==> src/rtl/dfr_pkg.sv <==
`default_nettype none

package dfr_pkg;

  localparam logic [7:0]  CH_DLE   = 8'h10;
  localparam logic [7:0]  CH_STX   = 8'h02;
  localparam logic [7:0]  CH_ETX   = 8'h03;
  localparam logic [7:0]  CH_EOT   = 8'h04;
  localparam logic [7:0]  CH_ZERO  = 8'h00;
  localparam logic [7:0]  CH_ONES  = 8'hFF;
  localparam logic [15:0] CRC_POLY = 16'hA001;
  localparam logic [15:0] CRC_INIT = 16'hFFFF;

  typedef enum logic [2:0] {
    PH_NORMAL   = 3'd0,
    PH_DLE      = 3'd1,
    PH_CRC_HI   = 3'd2,
    PH_CRC_LO   = 3'd3,
    PH_CNT_ZERO = 3'd4,
    PH_CNT_ONES = 3'd5
  } ph_e;

  typedef enum logic [1:0] {
    OP_DATA    = 2'd0,
    OP_RESTART = 2'd1,
    OP_END     = 2'd2
  } cmd_op_e;

  typedef enum logic [1:0] {
    KIND_DATA    = 2'd0,
    KIND_RESTART = 2'd1,
    KIND_GOOD    = 2'd2,
    KIND_BAD     = 2'd3
  } kind_e;

  typedef enum logic {
    BK_IDLE = 1'b0,
    BK_RUN  = 1'b1
  } bk_e;

  // one command from the deframer to the executer
  typedef struct packed {
    cmd_op_e     op;
    logic [7:0]  value;
    logic [7:0]  count;
    logic [15:0] crc;
  } cmd_t;

  // crc-16/modbus (reflected 0xa001, init 0xffff), one byte, bit by bit
  function automatic logic [15:0] crc_byte(logic [15:0] crc_in, logic [7:0] b);
    logic [15:0] c;
    c = crc_in ^ {8'h00, b};
    for (int i = 0; i < 8; i++) begin
      if (c[0]) begin
        c = (c >> 1) ^ CRC_POLY;
      end else begin
        c = c >> 1;
      end
    end
    return c;
  endfunction

endpackage

`default_nettype wire

==> src/rtl/dfr_front.sv <==
`default_nettype none

module dfr_front
  import dfr_pkg::*;
(
  input  wire logic       clk_i,
  input  wire logic       rst_ni,
  input  wire logic       accept_i,
  input  wire logic [7:0] byte_i,
  output cmd_t            cmd_o,
  output logic            push_o
);

  ph_e        phase_q, phase_d;
  logic [7:0] hi_q, hi_d;

  always_ff @(posedge clk_i or negedge rst_ni) begin
    if (!rst_ni) begin
      phase_q <= PH_NORMAL;
      hi_q    <= 8'h00;
    end else begin
      phase_q <= phase_d;
      hi_q    <= hi_d;
    end
  end

  always_comb begin
    phase_d     = phase_q;
    hi_d        = hi_q;
    push_o      = 1'b0;
    cmd_o.op    = OP_DATA;
    cmd_o.value = byte_i;
    cmd_o.count = 8'd1;
    cmd_o.crc   = {hi_q, byte_i};
    if (accept_i) begin
      unique case (phase_q)
        PH_DLE: begin
          phase_d = PH_NORMAL;
          if (byte_i == CH_STX || byte_i == CH_EOT) begin
            push_o   = 1'b1;
            cmd_o.op = OP_RESTART;
          end else if (byte_i == CH_ETX) begin
            phase_d = PH_CRC_HI;
          end else begin
            push_o = 1'b1;
          end
        end
        PH_CRC_HI: begin
          hi_d    = byte_i;
          phase_d = PH_CRC_LO;
        end
        PH_CRC_LO: begin
          phase_d  = PH_NORMAL;
          push_o   = 1'b1;
          cmd_o.op = OP_END;
        end
        PH_CNT_ZERO, PH_CNT_ONES: begin
          phase_d     = PH_NORMAL;
          cmd_o.value = (phase_q == PH_CNT_ZERO) ? CH_ZERO : CH_ONES;
          cmd_o.count = byte_i - 8'd1;
          // count of zero or one adds nothing
          push_o      = (byte_i > 8'd1);
        end
        default: begin
          if (byte_i == CH_DLE) begin
            phase_d = PH_DLE;
          end else begin
            push_o = 1'b1;
            if (byte_i == CH_ZERO) begin
              phase_d = PH_CNT_ZERO;
            end else if (byte_i == CH_ONES) begin
              phase_d = PH_CNT_ONES;
            end else begin
              phase_d = PH_NORMAL;
            end
          end
        end
      endcase
    end
  end

endmodule

`default_nettype wire

==> src/rtl/dfr_queue.sv <==
`default_nettype none

module dfr_queue
  import dfr_pkg::*;
(
  input  wire logic clk_i,
  input  wire logic rst_ni,
  input  wire logic push_i,
  input  cmd_t      push_cmd_i,
  output logic      full_o,
  input  wire logic pop_i,
  output logic      valid_o,
  output cmd_t      cmd_o
);

  cmd_t       mem_q [2];
  logic       wr_ptr_q, rd_ptr_q;
  logic [1:0] count_q;

  always_ff @(posedge clk_i or negedge rst_ni) begin
    if (!rst_ni) begin
      wr_ptr_q <= 1'b0;
      rd_ptr_q <= 1'b0;
      count_q  <= 2'd0;
    end else begin
      if (push_i) begin
        wr_ptr_q <= ~wr_ptr_q;
      end
      if (pop_i) begin
        rd_ptr_q <= ~rd_ptr_q;
      end
      if (push_i && !pop_i) begin
        count_q <= count_q + 2'd1;
      end else if (pop_i && !push_i) begin
        count_q <= count_q - 2'd1;
      end
    end
  end

  always_ff @(posedge clk_i) begin
    if (push_i) begin
      mem_q[wr_ptr_q] <= push_cmd_i;
    end
  end

  assign full_o  = (count_q == 2'd2);
  assign valid_o = (count_q != 2'd0);
  assign cmd_o   = mem_q[rd_ptr_q];

endmodule

`default_nettype wire

==> src/rtl/dfr_back.sv <==
`default_nettype none

module dfr_back
  import dfr_pkg::*;
#(
  parameter int BUFFER_DEPTH = 1024
) (
  input  wire logic        clk_i,
  input  wire logic        rst_ni,
  input  wire logic        q_valid_i,
  input  cmd_t             q_cmd_i,
  output logic             q_pop_o,
  output logic             out_valid_o,
  input  wire logic        out_ready_i,
  output logic [1:0]       out_kind_o,
  output logic [7:0]       out_data_o,
  output logic [7:0]       out_rep_o,
  output logic [9:0]       out_len_o,
  output logic [15:0]      out_crc_o
);

  localparam int LEN_W = $clog2(BUFFER_DEPTH);
  localparam logic [LEN_W-1:0] LEN_LAST = LEN_W'(BUFFER_DEPTH - 1);

  bk_e              state_q, state_d;
  logic [15:0]      crc_q, crc_d;
  logic [LEN_W-1:0] len_q, len_d;
  logic [7:0]       rem_q, rem_d;
  logic [7:0]       fill_q, fill_d;
  logic             ov_q, ov_d;
  kind_e            kind_q, kind_d;
  logic [7:0]       data_q, data_d;
  logic [7:0]       rep_q, rep_d;
  logic [9:0]       olen_q, olen_d;
  logic [15:0]      ocrc_q, ocrc_d;

  logic             take;
  logic [7:0]       take_byte;
  logic [15:0]      crc_next;
  logic [LEN_W+9:0] len_ext;

  assign crc_next = crc_byte(crc_q, take_byte);
  assign len_ext  = {10'd0, len_q};

  always_ff @(posedge clk_i or negedge rst_ni) begin
    if (!rst_ni) begin
      state_q <= BK_IDLE;
      crc_q   <= CRC_INIT;
      len_q   <= '0;
      rem_q   <= 8'd0;
      ov_q    <= 1'b0;
    end else begin
      state_q <= state_d;
      crc_q   <= crc_d;
      len_q   <= len_d;
      rem_q   <= rem_d;
      ov_q    <= ov_d;
    end
  end

  always_ff @(posedge clk_i) begin
    fill_q <= fill_d;
    kind_q <= kind_d;
    data_q <= data_d;
    rep_q  <= rep_d;
    olen_q <= olen_d;
    ocrc_q <= ocrc_d;
  end

  always_comb begin
    state_d   = state_q;
    crc_d     = crc_q;
    len_d     = len_q;
    rem_d     = rem_q;
    fill_d    = fill_q;
    ov_d      = ov_q && !out_ready_i;
    kind_d    = kind_q;
    data_d    = data_q;
    rep_d     = rep_q;
    olen_d    = olen_q;
    ocrc_d    = ocrc_q;
    take      = 1'b0;
    take_byte = fill_q;
    q_pop_o   = (state_q == BK_IDLE) && q_valid_i && (!ov_q || out_ready_i);

    unique case (state_q)
      BK_IDLE: begin
        if (q_pop_o) begin
          ov_d   = 1'b1;
          data_d = 8'd0;
          rep_d  = 8'd0;
          olen_d = 10'd0;
          ocrc_d = 16'd0;
          unique case (q_cmd_i.op)
            OP_DATA: begin
              kind_d    = KIND_DATA;
              data_d    = q_cmd_i.value;
              rep_d     = q_cmd_i.count;
              take      = 1'b1;
              take_byte = q_cmd_i.value;
              fill_d    = q_cmd_i.value;
              if (q_cmd_i.count > 8'd1) begin
                rem_d   = q_cmd_i.count - 8'd1;
                state_d = BK_RUN;
              end
            end
            OP_END: begin
              kind_d = (crc_q == q_cmd_i.crc) ? KIND_GOOD : KIND_BAD;
              olen_d = len_ext[9:0];
              ocrc_d = q_cmd_i.crc;
              crc_d  = CRC_INIT;
              len_d  = '0;
            end
            default: begin
              kind_d = KIND_RESTART;
              crc_d  = CRC_INIT;
              len_d  = '0;
            end
          endcase
        end
      end
      default: begin
        // one run copy per cycle
        take  = 1'b1;
        rem_d = rem_q - 8'd1;
        if (rem_q == 8'd1) begin
          state_d = BK_IDLE;
        end
      end
    endcase

    if (take) begin
      if (len_q == LEN_LAST) begin
        len_d = '0;
        crc_d = CRC_INIT;
      end else begin
        len_d = len_q + LEN_W'(1);
        crc_d = crc_next;
      end
    end
  end

  assign out_valid_o = ov_q;
  assign out_kind_o  = kind_q;
  assign out_data_o  = data_q;
  assign out_rep_o   = rep_q;
  assign out_len_o   = olen_q;
  assign out_crc_o   = ocrc_q;

endmodule

`default_nettype wire

==> src/rtl/dle_frame_rle_receiver.sv <==
// a byte that gives a word is written to a queue entry and then to the output register before it
//   shows on the master side, when the queue is empty and the back end is idle
// the slave side takes one line byte per cycle while the queue is not full; a run count byte of n
//   adds n-1 fill bytes to the crc unit, one crc byte update per cycle, up to 254 for the longest run
// the two-entry command queue stalls the slave side when it fills while the crc unit is busy with a run
//   or a word waits on the master side
// reset: asynchronous, active low; phase idle, length 0, crc 0xffff, queue and output empty
`default_nettype none

module dle_frame_rle_receiver
  import dfr_pkg::*;
#(
  parameter int BUFFER_DEPTH = 1024
) (
  input  wire logic        clk_i,
  input  wire logic        rst_ni,
  input  wire logic        s_axis_tvalid_i,
  output logic             s_axis_tready_o,
  input  wire logic [7:0]  s_axis_tdata_i,   // rx_byte[7:0]
  output logic             m_axis_tvalid_o,
  input  wire logic        m_axis_tready_i,
  output logic [47:0]      m_axis_tdata_o,   // data_byte[7:0], repeat_count[15:8],
                                             // record_length[25:16], received_crc[41:26]
  output logic [1:0]       m_axis_tuser_o    // kind[1:0]
);

  logic        accept;
  cmd_t        push_cmd, pop_cmd;
  logic        q_push, q_full, q_pop, q_valid;
  logic [7:0]  o_data, o_rep;
  logic [9:0]  o_len;
  logic [15:0] o_crc;

  assign s_axis_tready_o = !q_full;
  assign accept          = s_axis_tvalid_i && s_axis_tready_o;

  dfr_front u_front (
    .clk_i    (clk_i),
    .rst_ni   (rst_ni),
    .accept_i (accept),
    .byte_i   (s_axis_tdata_i),
    .cmd_o    (push_cmd),
    .push_o   (q_push)
  );

  dfr_queue u_queue (
    .clk_i      (clk_i),
    .rst_ni     (rst_ni),
    .push_i     (q_push),
    .push_cmd_i (push_cmd),
    .full_o     (q_full),
    .pop_i      (q_pop),
    .valid_o    (q_valid),
    .cmd_o      (pop_cmd)
  );

  dfr_back #(
    .BUFFER_DEPTH (BUFFER_DEPTH)
  ) u_back (
    .clk_i       (clk_i),
    .rst_ni      (rst_ni),
    .q_valid_i   (q_valid),
    .q_cmd_i     (pop_cmd),
    .q_pop_o     (q_pop),
    .out_valid_o (m_axis_tvalid_o),
    .out_ready_i (m_axis_tready_i),
    .out_kind_o  (m_axis_tuser_o),
    .out_data_o  (o_data),
    .out_rep_o   (o_rep),
    .out_len_o   (o_len),
    .out_crc_o   (o_crc)
  );

  assign m_axis_tdata_o = {6'd0, o_crc, o_len, o_rep, o_data};

  a_no_overflow: assert property (@(posedge clk_i) disable iff (!rst_ni)
    !(q_push && q_full))
    else $error("command pushed into full queue");

  a_no_underflow: assert property (@(posedge clk_i) disable iff (!rst_ni)
    !(q_pop && !q_valid))
    else $error("command popped from empty queue");

  a_data_rep: assert property (@(posedge clk_i) disable iff (!rst_ni)
    (m_axis_tvalid_o && m_axis_tuser_o == KIND_DATA) |-> (o_rep != 8'd0 && o_len == 10'd0))
    else $error("data word with bad repeat count or length");

  a_restart_empty: assert property (@(posedge clk_i) disable iff (!rst_ni)
    (m_axis_tvalid_o && m_axis_tuser_o == KIND_RESTART) |-> (m_axis_tdata_o == 48'd0))
    else $error("restart word carries payload");

endmodule

`default_nettype wire

==> config.mk <==
export PLATFORM = sky130hd
export DESIGN_NAME = dle_frame_rle_receiver
export DESIGN_NICKNAME = d
export VERILOG_FILES = /design/src/rtl/dfr_pkg.sv /design/src/rtl/dfr_front.sv /design/src/rtl/dfr_queue.sv /design/src/rtl/dfr_back.sv /design/src/rtl/dle_frame_rle_receiver.sv
export SDC_FILE = /design/constraint.sdc
export NUM_CORES = 1
export LEC_CHECK = 0
export CAP_MARGIN = 20
export CORE_ASPECT_RATIO = 2
export CORE_MARGIN = 3
export CORE_UTILIZATION = 63
export DETAILED_ROUTE_END_ITERATION = 8
export DONT_BUFFER_PORTS = 1
export PLACE_DENSITY = 0.75
export SYNTH_ARGS = -nofsm -noshare
export SYNTH_HDL_FRONTEND = slang
export SYNTH_SLANG_ARGS = --single-unit
export TNS_END_PERCENT = 100
==> constraint.sdc <==
create_clock -name clk_i -period 4 [get_ports clk_i]
set_input_delay 0.4 -clock clk_i [delete_from_list [all_inputs] [get_ports clk_i]]
set_output_delay 0.4 -clock clk_i [all_outputs]
set_load 0.01 [all_outputs]
* Yosys cells after proc, flatten, opt, wreduce, memory -nomap -nowiden
Memory sizes are Yosys's and may differ from the RTL's.
Index checks and enable logic that the tools add are counted.
** Operators by class
- $add $sub $neg :: 6
- Reductions and logical operators :: 27
- Multiplexer cells :: 57
- Equal/unequal tests :: 17
- Bitwise operators :: 12
- Magnitude comparators :: 2
** Operator list (count)
- $mux W16 :: 14
- $mux W8 :: 8
- $mux W10 :: 5
- $not A2 Y3 :: 8
- $sub A8 B1 Y8 const B :: 3
- $mux W1 :: 18
- $mux W18 :: 1
- $eq A16 B16 Y1 :: 1
- $eq A8 B2 Y1 const B :: 2
- $gt A8 B1 Y1 const B :: 2
- $xor A16 B8 Y16 :: 1
- $reduce_bool A2 Y1 :: 6
- $add A10 B1 Y10 const B :: 1
- $eq A10 B10 Y1 const B :: 1
- $mux W3 :: 3
- $pmux W3 S3 :: 1
- $eq A8 B1 Y1 const B :: 1
- $eq A8 B3 Y1 const B :: 1
- $eq A8 B5 Y1 const B :: 1
- $eq A8 B8 Y1 const B :: 1
- $logic_not A8 Y1 :: 1
- $mux W2 :: 4
- $pmux W2 S2 :: 2
- $eq A3 B2 Y1 const B :: 2
- 17 further kinds :: 33
** Storage, ports and cells
- Output and inout bits :: 52
- Memory bits (writable) :: 68
- Register bits :: 103
- Word-level logic and storage cells :: 138
- Memories :: 1
- Input port bits :: 12
** Memory list
- u_queue.mem_q :: words 2, bits a word 34, rd ports 1, clocked after Yosys merged registers in 0, write ports 1, line dfr_queue.sv:16 : cmd_t mem_q [2];

* Depth between registers and ports, before layout
- Depth after elaboration :: 24
- Depth in mapped cells :: 12
- Mapped depth without buffers :: 12

* Modules after synthesis
Synthesis repeated with hierarchy kept, for this count alone.
** Second synthesis, totals
- Cells, all modules :: 622
- Area, all modules :: 8176.6 sq um
** By module, submodules not included
- dfr_back :: sequential area each 2402.3 sq um, area each 4374.2 sq um, instances 1, cells each 382
- dfr_queue :: sequential area each 2142.1 sq um, area each 2793.9 sq um, instances 1, cells each 122
- dfr_front :: sequential area each 275.3 sq um, area each 949.7 sq um, instances 1, cells each 109
- dle_frame_rle_receiver :: sequential area each 0.0 sq um, area each 58.8 sq um, instances 1, cells each 9

* Worst setup path before layout
OpenSTA, ideal clock, no wires.
- Path kind :: input to register
- Start :: input s_axis_tdata_i[2]
- End :: memory u_queue.mem_q[0][0] in the netlist's numbering, enable pin
- Data arrival time :: 2.798 ns
- Data required time :: 3.575 ns
- Buffers on the path :: 1
- Setup time :: 0.425 ns
- Path slack :: 0.777 ns
- Cell stages on the path :: 6
- Cell sequence :: clkbuf_1 > nor2_1 > and4_1 > a211oi_1 > o21ai_0 > nor2_1
** Between the ends
- Longest elaborated chain between the ends :: 7
- Elaborated cells on any way between the ends :: 13
- Those cells by class :: order compare (1); eq/ne (4); mux (7); reduce/logical (1)
** Ends and longest elaborated chain
- start, declared :: line dle_frame_rle_receiver.sv:19 : input wire logic [7:0] s_axis_tdata_i,
- parallel branches: the longest is 3 deep, another holds $gt A8 B1 Y1
- $pmux W1 S4 * :: line dfr_front.sv:36 : unique case (phase_q)
- $mux W1 * :: line dfr_front.sv:35 : if (accept_i) begin
- $mux W1 * :: line dfr_queue.sv:41 : if (push_i) begin
- $mux W1 (not written as such) * :: line dfr_queue.sv:42 : mem_q[wr_ptr_q] <= push_cmd_i;
- end, declared :: line dfr_queue.sv:16
Every way passes the cells marked *.

* Worst setup path in the final report
- Start :: register u_back.state_q
- End :: register u_back.crc_q[0]
** Between the ends
- Longest elaborated chain between the ends :: 17
- Elaborated cells on any way between the ends :: 29
- Those cells by class :: eq/ne (2); mux (14); bitwise (9); reduce/logical (4)
** Ends and longest elaborated chain
- start, declared :: line dfr_back.sv:25 : bk_e state_q, state_d;
- start signal, assigned :: line dfr_back.sv:53 : state_q <= state_d;
- $not A1 Y1 (no line)
- $logic_and A1 B1 Y1 (2 in a row) :: line dfr_back.sv:84 : q_pop_o = (state_q == BK_IDLE) && q_valid_i && (!ov_q || out_ready_i);
- $mux W8 :: line dfr_back.sv:88 : if (q_pop_o) begin
- $mux W8 :: line dfr_back.sv:86 : unique case (state_q)
- $xor A16 B8 Y16 :: line dfr_pkg.sv:52 : c = crc_in ^ {8'h00, b};
- $mux W16 / $not A2 Y3 (equally long branches) (6 in a row)
- $not A2 Y3 (no line) / $mux W16 (equally long branches)
- $mux W16 (2 in a row) :: line dfr_pkg.sv:54 : if (c[0]) begin
- $mux W16 :: line dfr_back.sv:133 : if (len_q == LEN_LAST) begin
- $mux W16 :: line dfr_back.sv:132 : if (take) begin
- end signal, assigned :: line dfr_back.sv:54 : crc_q <= crc_d;
- end, declared :: line dfr_back.sv:26 : logic [15:0] crc_q, crc_d;
Parallel ways exist; a longest one is shown, timed or not.
A chain may end at the register's enable or synchronous reset.

==> summary by stage <==
Floorplanning
The floorplan step set the die width to 83.41 um. The floorplan die height is 160.8 um. The die covers 13,410 um2.

The row count is 56. For this configuration, the core starts out at a cell density of 64.52%. In this run the standard cell core region covers 11,700 um2. 64 I/O pins were placed.

Clock tree
The H-tree was split into 4 levels. The quantity of gates resized following cts is 0. The clock tree from TritonCTS is done. The clock drives 171 sinks.

The insertion delay to the later sink of the worst-skew pair is 420 ps. The CTS root buffer is clkbuf_16. Clock-pin slew was measured on the worst setup and hold paths at 70 ps. The longest clock path from root to sink contains 2 buffers. In this run, CTS created clock tree buffers numbering 17.

Timing
The worst slew margin relative to its limit is 54.59%. The final hold violation count is 0. The max-slew violation count is 0. The setup violation total in the final timing report is 0. The final-layout setup total negative slack is 0 ps. Setup repair after global routing left no endpoint under its margin. Derived from the worst setup path, the maximum achievable clock frequency is 335.0 MHz. The final clock period utilization by the worst path is 74.63%. The worst-margin pin slew is 679.5 ps.

The worst path in the final design needs a cycle of 2985 ps, including I/O delays and setup. In the post-route analysis, the smallest setup slack over all paths is 1015 ps. Across the routed clock network, the largest skew measured is 12.90 ps. The tightest hold margin is 65.19 ps.

Routing
After detailed routing, the average wire length per cell comes to 19.87 um. The remaining number of nets flagged by the antenna check after routing is 0. The number of violations reported at the end of detailed-routing iteration 0 is 336. The number of iterations in the first detailed-routing pass is 4.

The via-per-instance ratio is 5.943. After detailed routing, the number of remaining DRC violations is 0. Wires add up to 14,980 um. The overall via count from detail_route is 4,481.

Synth
Yosys mapped the design onto 56 distinct sky130hd cell types. For this run, asynchronously set or reset flops after synthesis account for 29.82%. After synthesis, flip-flops and latches occupy 63.84% of the total area.

The synthesized cell area is 7550 um2. Counting flops and latches in the post-synthesis netlist gives 171. The cell count after synthesis is 585.

The synthesized area per cell is 12.91 um2. The main flop type after synthesis is edfxtp_1. In this run, synthesis inferred 112 flip-flops with an integrated enable. The Yosys step of the flow raised 0 warnings.

GRT
Global routing consumed, over all layers together, 23.31% of the routing resources. The initial antenna violation count is 0. The largest net degree at the start of global routing is 52. The number of global-route vias before repair is 4,569.

The residual overflow from global routing is 0. The first global-routing pass estimated 23,860 um of wire.

Worst setup path
The kind of cell adding the most delay to the critical path is XOR/XNOR gates. The critical path buffer and inverter count is 1. Of all nets on the critical path, the largest fanout is 13.

For this design, the slowest cell found on the critical path is dfrtp_1. In this design, the stage delay of the slowest critical-path cell is 580 ps. Traced cell by cell, the critical path runs through clkinv_1 > o2111ai_4 > mux2i_1 > xnor2_1 > xor2_1 > xnor3_1 > xnor3_1 > o22a_1. The kind of capture point of the worst setup path is a flip-flop. The required time at the worst-slack endpoint is 4360 ps. The critical path arrival is 3340 ps.

The critical path in this run is classified as flip-flop to flip-flop. The most repeated library cell on the critical path is xnor3_1. STA classifies the critical path startpoint as a flip-flop.

Finish
The repair_antennas step left the layout with diodes totalling 0. The area added between synthesis and finish is 11.07%. The count of cells in the finished layout, fillers not included, comes to 754.

At the end of the flow, the number of nets in the layout was 619. The utilization after layout is 71.66%. With fillers left out, the area of the finished cells amounts to 8386 um2.

In the final layout, the share of cells above drive strength 1 is 12.81%.

Place
At the end of routability-driven placement, the weighted congestion stood at 0.8882. The HPWL after detailed placement is 10,550 um. Port buffering added 0 buffers.

The pre-CTS setup slack is 1016 ps. The post-detailed-placement cell area is 7700 um2. The cell count after placement is 720.

Outcome
The flow ran to the end, and the final reports show no timing, DRC or antenna violations.

Power and ir drop
The leakage power is 3.232 nW. The overall power consumption is 4.331 mW. The worst vdd rail ir drop is 425.8 uV. The power per cell area is 516.5 nW/um2.

Hold path
The class of the tightest hold or removal check is primary input to flip-flop.

Flow run
The number of max-cap violations is 0.
==> sequential cells by signal (all words and copies together), names as in the netlist, 2 cells and up <==
name	count
u_queue.mem_q	68
u_back.crc_q	16
u_back.out_crc_o	16
u_back.len_q	10
u_back.out_len_o	10
u_back.fill_q	8
u_back.out_data_o	8
u_back.out_rep_o	8
u_back.rem_q	8
u_front.hi_q	8
u_front.phase_q	3
u_back.out_kind_o	2
u_queue.count_q	2
==> final timing paths <==
path                                    from                   end  slack (ps)  cells after the start
min                        s_axis_tdata_i[3]   u_queue.mem_q[0][3]          70                      0
min in group asynchronous             rst_ni    u_back.out_valid_o         510                      2
max reg2reg                   u_back.state_q       u_back.crc_q[0]        1010                      8
min reg2reg                  u_front.hi_q[5]  u_queue.mem_q[0][13]         470                      0
max in group asynchronous             rst_ni      u_back.crc_q[13]        3180                      2
max                           u_back.state_q       u_back.crc_q[0]        1010                      8
==> synthesized netlist by cell type, types with 3 or more instances <==
library cell	n	share of area, %
or3_1	4	0.33
dfstp_2	16	5.6
buf_4	6	0.60
o31ai_1	3	0.30
nand3_1	10	0.66
a21oi_1	18	1.2
nand2_1	21	1.0
ha_1	11	1.8
a211oi_1	5	0.50
nor2b_1	11	0.91
and3_1	8	0.66
nor3_1	10	0.66
edfxtp_1	112	45
dfrtp_1	35	12
mux2_2	8	1.2
inv_1	25	1.2
a31oi_1	4	0.33
o21ai_0	27	1.8
nand4_1	4	0.33
clkbuf_1	13	0.65
mux2i_1	39	5.2
xnor2_1	24	2.8
nor4_1	3	0.25
dfxtp_1	8	2.1
nor2_1	76	3.8
xor2_1	30	3.5
nand2b_1	3	0.25
a21o_1	9	0.89
o22a_1	8	0.93
==> power breakdown <==
| group | total, mW | leakage [nW] | switching, mW | internal (mW) |
|---|---|---|---|---|
| Combinational | 0.429 | 1.20 | 0.301 | 0.128 |
| Clock | 1.73 | 0.312 | 0.764 | 0.971 |
| Sequential | 2.17 | 1.72 | 0.0670 | 2.10 |
==> placed cells by master (no fill, tap or decap), drive strengths merged, types with 4 or more instances in the layout <==
cell type,instances
ha,11
xor2,30
a211oi,5
mux2i,40
nor2b,11
dfstp,16
and3,8
nand3,10
mux2,8
conb,6
a21oi,18
o22a,8
buf,10
clkbuf,17
dfxtp,8
o21ai,28
a31oi,4
a21o,9
nand2,21
nor2,76
xnor2,25
nand4,4
or3,4
clkinv,6
inv,32
dfrtp,35
edfxtp,112
nor3,11
==> cell type report <==
cell class / instances / area (um2)
clock buffers: 17 / 425.4
clock inverters: 15 / 222.7
fillers: 735 / 3316
inverters: 26 / 97.59
multi-input cells: 369 / 2532
flip-flops and latches: 171 / 4821
well taps: 145 / 181.4
repair buffers: 11 / 105.1
==> kinds of logic after synthesis <==
group | Yosys count | share of synthesized area [%]
adders and majority gates | 12 | 1.956
DFF | 171 | 63.84
xor gates and xnor gates | 57 | 7.077
AOI/OAI and AO/OA | 86 | 7.491
muxes | 48 | 6.546
other | 1 | 0.04967
and+or+nand+nor | 160 | 10.03
buffers and inverters | 50 | 3.016
==> routing by layer <==
layer | routed length, um | global-route usage [%] | vias to the layer above
li1 | - | - | 2105
met4 | 423 | 11.01 | 0
met1 | 5609 | 25.84 | 2195
met2 | 8348 | 42.51 | 149
met3 | 601 | 4.312 | 32
met5 | 0 | 0 | -
==> repair_timing <==
| item | in CTS | in global routing |
|---|---|---|
| hold endpoints to repair | 51 | 0 |
| hold buffers | 2 | 0 |
| buffers inserted | 0 | 0 |
(Power assumes the default switching activity.)
